===== src/hdl/mbm_pkg.sv =====
package mbm_pkg;

  typedef enum logic [1:0] {
    CMD_CLEAR = 2'd0,
    CMD_ADD   = 2'd1,
    CMD_SOLVE = 2'd2
  } cmd_t;

  typedef enum logic [4:0] {
    OP_NOP,
    OP_LOAD,
    OP_ADJ_CLR,
    OP_EDGE_RD,
    OP_EDGE_WR,
    OP_PART_CLR,
    OP_SOLVE_INIT,
    OP_ROOT_START,
    OP_SCAN_STEP,
    OP_FOUND,
    OP_VIS_RD,
    OP_PUSH,
    OP_POP_RD,
    OP_POP_LOAD,
    OP_AUG_TOP,
    OP_AUG_RD,
    OP_AUG_WR,
    OP_ROOT_NEXT,
    OP_REPORT
  } dp_op_t;

  typedef struct packed {
    dp_op_t op;
  } dp_ctl_t;

  typedef struct packed {
    cmd_t item_cmd;
    logic edge_ok;
    logic sweep_last;
    logic lt_zero;
    logic root_last;
    logic next_end;
    logic row_bit;
    logic unmatched;
    logic push_block;
    logic sp_one;
  } dp_stat_t;

  localparam int unsigned MATCH_SAT = 127;

endpackage


===== src/hdl/mbm_ctrl.sv =====
module mbm_ctrl
  import mbm_pkg::*;
(
  input  logic     clk,
  input  logic     rst,
  input  logic     start,
  input  dp_stat_t stat,
  output dp_ctl_t  ctl,
  output logic     busy
);

  typedef enum logic [3:0] {
    S_INIT_CLR,
    S_IDLE,
    S_DECODE,
    S_ADJ_CLR,
    S_EDGE_WR,
    S_PART_CLR,
    S_SOLVE_INIT,
    S_ROOT,
    S_SCAN,
    S_P_WAIT,
    S_V_WAIT,
    S_POP_LOAD,
    S_AUG_RD,
    S_AUG_WR,
    S_NEXT_ROOT,
    S_REPORT
  } state_t;

  state_t state;
  state_t state_next;

  always_comb begin
    state_next = state;
    ctl.op     = OP_NOP;
    unique case (state)
      S_INIT_CLR: begin
        ctl.op = OP_ADJ_CLR;
        if (stat.sweep_last) begin
          state_next = S_IDLE;
        end
      end
      S_IDLE: begin
        if (start) begin
          ctl.op     = OP_LOAD;
          state_next = S_DECODE;
        end
      end
      S_DECODE: begin
        unique case (stat.item_cmd)
          CMD_CLEAR: state_next = S_ADJ_CLR;
          CMD_ADD: begin
            if (stat.edge_ok) begin
              ctl.op     = OP_EDGE_RD;
              state_next = S_EDGE_WR;
            end else begin
              state_next = S_REPORT;
            end
          end
          CMD_SOLVE: state_next = S_PART_CLR;
          default:   state_next = S_REPORT;
        endcase
      end
      S_ADJ_CLR: begin
        ctl.op = OP_ADJ_CLR;
        if (stat.sweep_last) begin
          state_next = S_REPORT;
        end
      end
      S_EDGE_WR: begin
        ctl.op     = OP_EDGE_WR;
        state_next = S_REPORT;
      end
      S_PART_CLR: begin
        ctl.op = OP_PART_CLR;
        if (stat.sweep_last) begin
          state_next = S_SOLVE_INIT;
        end
      end
      S_SOLVE_INIT: begin
        ctl.op     = OP_SOLVE_INIT;
        state_next = stat.lt_zero ? S_REPORT : S_ROOT;
      end
      S_ROOT: begin
        ctl.op     = OP_ROOT_START;
        state_next = S_SCAN;
      end
      S_SCAN: begin
        priority if (stat.next_end) begin
          if (stat.sp_one) begin
            state_next = S_NEXT_ROOT;
          end else begin
            ctl.op     = OP_POP_RD;
            state_next = S_POP_LOAD;
          end
        end else if (stat.row_bit) begin
          ctl.op     = OP_FOUND;
          state_next = S_P_WAIT;
        end else begin
          ctl.op = OP_SCAN_STEP;
        end
      end
      S_P_WAIT: begin
        if (stat.unmatched) begin
          ctl.op     = OP_AUG_TOP;
          state_next = stat.sp_one ? S_NEXT_ROOT : S_AUG_RD;
        end else begin
          ctl.op     = OP_VIS_RD;
          state_next = S_V_WAIT;
        end
      end
      S_V_WAIT: begin
        if (!stat.push_block) begin
          ctl.op = OP_PUSH;
        end
        state_next = S_SCAN;
      end
      S_POP_LOAD: begin
        ctl.op     = OP_POP_LOAD;
        state_next = S_SCAN;
      end
      S_AUG_RD: begin
        ctl.op     = OP_AUG_RD;
        state_next = S_AUG_WR;
      end
      S_AUG_WR: begin
        ctl.op     = OP_AUG_WR;
        state_next = stat.sp_one ? S_NEXT_ROOT : S_AUG_RD;
      end
      S_NEXT_ROOT: begin
        ctl.op     = OP_ROOT_NEXT;
        state_next = stat.root_last ? S_REPORT : S_ROOT;
      end
      S_REPORT: begin
        ctl.op     = OP_REPORT;
        state_next = S_IDLE;
      end
      default: begin
        state_next = S_IDLE;
      end
    endcase
  end

  always_ff @(posedge clk) begin
    if (rst) begin
      state <= S_INIT_CLR;
      busy  <= 1'b1;
    end else begin
      state <= state_next;
      busy  <= (state_next != S_IDLE);
    end
  end

endmodule


===== config.mk =====
export PLATFORM = sky130hd
export DESIGN_NAME = mbm_ctrl
export DESIGN_NICKNAME = d
export VERILOG_FILES = /design/src/hdl/mbm_pkg.sv /design/src/hdl/mbm_ctrl.sv
export SDC_FILE = /design/constraint.sdc
export NUM_CORES = 1
export LEC_CHECK = 0
export BUFFER_PORTS_ARGS = -buffer_cell sky130_fd_sc_hd__buf_2
export CAP_MARGIN = 40
export CORE_AREA = 2 2 39 41
export DETAILED_ROUTE_END_ITERATION = 6
export DIE_AREA = 0 0 41 43
export HOLD_SLACK_MARGIN = 0.1
export PLACE_DENSITY = 0.8
export SKIP_CTS_REPAIR_TIMING = 1
export SLEW_MARGIN = 20
export SYNTH_ARGS = -nofsm -noshare
export SYNTH_HDL_FRONTEND = slang
export SYNTH_SLANG_ARGS = --single-unit

===== constraint.sdc =====
create_clock -name clk -period 2.23 [get_ports clk]
set_input_delay 0.223 -clock clk [delete_from_list [all_inputs] [get_ports clk]]
set_output_delay 0.223 -clock clk [all_outputs]
set_load 0.05 [all_outputs]

==> impl_metrics.csv <==
group,metric,value,unit
status,outcome,"completed",
synth,synth_area_leaders,"dfxtp_1, nor2_1, a21oi_1",
grt,grt-ovfl-total,0,
floorplan,die_x,41,microns
power_and_ir_drop,powerDensity,1630,nW/um^2
timing,period_share,0.920,
floorplan,row_count,14,
worst_setup_path,required,2.01,ns
synth,synth_cells,93,
place,post-dp-hpwl,1340,microns
synth,synth-seq-cells,5,
clock_network,clk_pin_slew,0.04,ns
routing,drc,0,
floorplan,die_y,43,microns
power_and_ir_drop,ir_drop,0.000788,V
power_and_ir_drop,p_leak,0.331,nW
synth,synth-xor-area-share,0.0138,
timing,final_max_slew_viol_count,0,
clock_network,clock-sinks,5,
run,drv_cap,0,
routing,viasPerCell,5.95,
timing,timing.slew.headroom,0.678,
synth,synth_edf_count,0,
worst_setup_path,slowest_stage,"dfxtp_1",
grt,grt_max_degree,17,
place,dp.cells,127,
timing,tightest_slew,0.482,ns
synth,muxShareOfSynthArea,0,
finish,fillers,138,
clock_network,cts_max_path_buffers,2,
finish,drive_gt1_frac,0.296,
clock_network,root_buffer,"clkbuf_4",
finish,finalNonFillerCells,131,
grt,grt_pass1_vias,723,
worst_setup_path,cpPeakStageDelay,0.61,ns
synth,synthDistinctLibCells,36,
worst_setup_path,endpoint_kind,"primary output",
timing,setup_viol,0,
finish,fin_nets,130,
synth,synth_top_area_frac,0.158,
routing,vias,780,
timing,finalCriticalPeriod,2.05,ns
timing,rsz0062_at_grt,"false",
place,gp_congestion,0.843,
synth,synth_top_family_by_area,"compound AO/OA/AOI/OAI gates",
routing,initialDrtViolationCount,16,
routing,ant_nets,0,
synth,synth_async_sr_flop_share,0,
clock_network,cts_buffers,3,
synth,yosysSeqAreaShare,0.158,
timing,hold_viol,0,
synth,yosys.area_share.adder,0,
worst_setup_path,arrival,1.83,ns
floorplan,io_pins,20,
synth,yosysTopAreaCell,"dfxtp_1",
synth,avgSynthCellArea,6.81,sq um
worst_setup_path,critical_path_class,"register to primary output",
finish,diodes,0,
power_and_ir_drop,finalPower,1.29,mW
synth,ys.flop_type,"dfxtp_1",
synth,synth_compound_area_frac,0.395,
timing,fmax,0.487,GHz
routing,routed_wl,1740,microns
clock_network,clock_latency,0.24,ns
floorplan,core,1380,sq um
synth,yosys.area_share.simple,0.328,
clock_network,cts_tree,"yes",
synth,syn_nets,107,
timing,fin_setup_tns,0,ns
worst_setup_path,crit_chain,"buf_4 -> a21oi_1 -> or3_1 -> o311ai_2 -> buf_2",
place,portBuffers,19,
grt,grt_pass1_wl,2930,microns
clock_network,htreeDepth,1,
finish,area_growth,25.5,%
floorplan,fp.dieArea,1760,sq um
grt,grt_use_total,0.238,
floorplan,initial_core_util,0.458,
worst_setup_path,crit_path_max_fanout,16,
grt,grt_antenna_before_repair,0,
synth,synth_warnings,0,
timing,fin_skew,0.00109,ns
routing,wl_per_cell,13.3,microns
timing,hold-worst-slack,0.197,ns
worst_hold_path,hold_class,"input pin to register",
routing,first_pass_iters,4,
synth,syn_area,633,sq um
worst_setup_path,start_kind,"register",
sequential cells by signal, summed over array words and instances (netlist names):
| name | count |
|---|---|
| state | 4 |
| busy | 1 |
stage by stage:
stage | cell area [sq um] | utilization | setup WS [ns]
floorplan | 641 | - | 0.259
global placement | 768 | 0.555 | 0.454
detailed placement | 768 | 0.555 | 0.375
CTS | 795 | 0.574 | 0.178
global route | 795 | 0.574 | 0.0567
finish | 795 | 0.574 | 0.177
routing by layer:
layer | global-route usage | share of wire
met1 | 0.319 | 0.45
met2 | 0.331 | 0.47
met3 | 0.0576 | 0.065
met4 | 0.140 | 0.013
met5 | 0 | 0
where the power goes:
part           total (mW)  internal, mW  switching [mW]
Sequential          0.213         0.129          0.0835
Clock               0.103        0.0675          0.0353
Combinational       0.975         0.374           0.601
synthesized netlist by cell type, types with 2 or more instances:
| cell type | count |
|---|---|
| o21ai_0 | 6 |
| dfxtp_1 | 5 |
| o211ai_1 | 2 |
| nor2_1 | 11 |
| o221ai_1 | 2 |
| nand2_1 | 7 |
| nand2b_1 | 3 |
| a311oi_1 | 2 |
| a211oi_1 | 3 |
| nor2b_1 | 4 |
| inv_1 | 6 |
| a21oi_1 | 7 |
| o311ai_0 | 3 |
| buf_2 | 2 |
| nand4_1 | 2 |
| clkbuf_1 | 5 |
| nor3_1 | 4 |
path summary, 6_finish.rpt:
kind             from       end  slack, ns  depth (start not counted)
max reg2reg  state[2]      busy       0.38                          5
max          state[2]    ctl[0]       0.18                          5
min reg2reg  state[1]      busy       0.69                          3
min               rst  state[1]       0.20                          2
placed cells by master, fill, tap and decap left out:
| cell | netlist | layout |
|---|---|---|
| nor2b_1 | 4 | 4 |
| clkbuf_4 | 0 | 3 |
| nand2_1 | 7 | 7 |
| nor3_1 | 4 | 4 |
| and3_1 | 1 | 1 |
| buf_4 | 0 | 7 |
| a2111oi_0 | 1 | 1 |
| nand2b_1 | 3 | 3 |
| nand3b_1 | 1 | 1 |
| a311oi_1 | 2 | 2 |
| o211a_1 | 1 | 1 |
| xor2_1 | 1 | 1 |
| a211oi_1 | 3 | 3 |
| a221oi_2 | 1 | 1 |
| dfxtp_1 | 5 | 5 |
| or3_1 | 1 | 1 |
| or4b_4 | 1 | 1 |
| clkbuf_1 | 5 | 1 |
| nand2b_4 | 1 | 1 |
| a21oi_1 | 7 | 7 |
| a31oi_1 | 1 | 1 |
| o311ai_0 | 3 | 2 |
| a32oi_1 | 1 | 1 |
| o311ai_2 | 0 | 1 |
| nor2_1 | 11 | 11 |
| nand4_1 | 2 | 2 |
| a2bb2oi_1 | 1 | 1 |
| o221a_2 | 1 | 1 |
| nor4bb_1 | 1 | 1 |
| o2111ai_1 | 1 | 1 |
| o2bb2ai_1 | 1 | 1 |
| o211ai_1 | 2 | 2 |
| inv_1 | 6 | 6 |
| o21ai_0 | 6 | 6 |
| o221ai_1 | 2 | 2 |
| clkinv_1 | 1 | 1 |
| and2_0 | 1 | 1 |
| buf_2 | 2 | 19 |
area by class of cell:
type	instances	area (sq um)	area share
multi-input cells	73	474	0.597
repair buffers	26	148	0.186
flip-flops and latches	5	100	0.126
clock buffers	4	26.3	0.0331
inverters	7	26.3	0.0331
well taps	16	20.0	0.0252
critical path: cells and delay by family, from the launching register on:
kind	cells	cell delay, ns
compound gates	2	0.12
simple gates	1	0.32
flops	1	0.61
buf+inv	2	0.54
cells by family after synthesis:
logic type      Yosys count
xor+xnor                  1
buf+inv                  15
compound gates           34
simple gates             38
flops                     5
No activity file was read; power rests on OpenSTA's default activity.
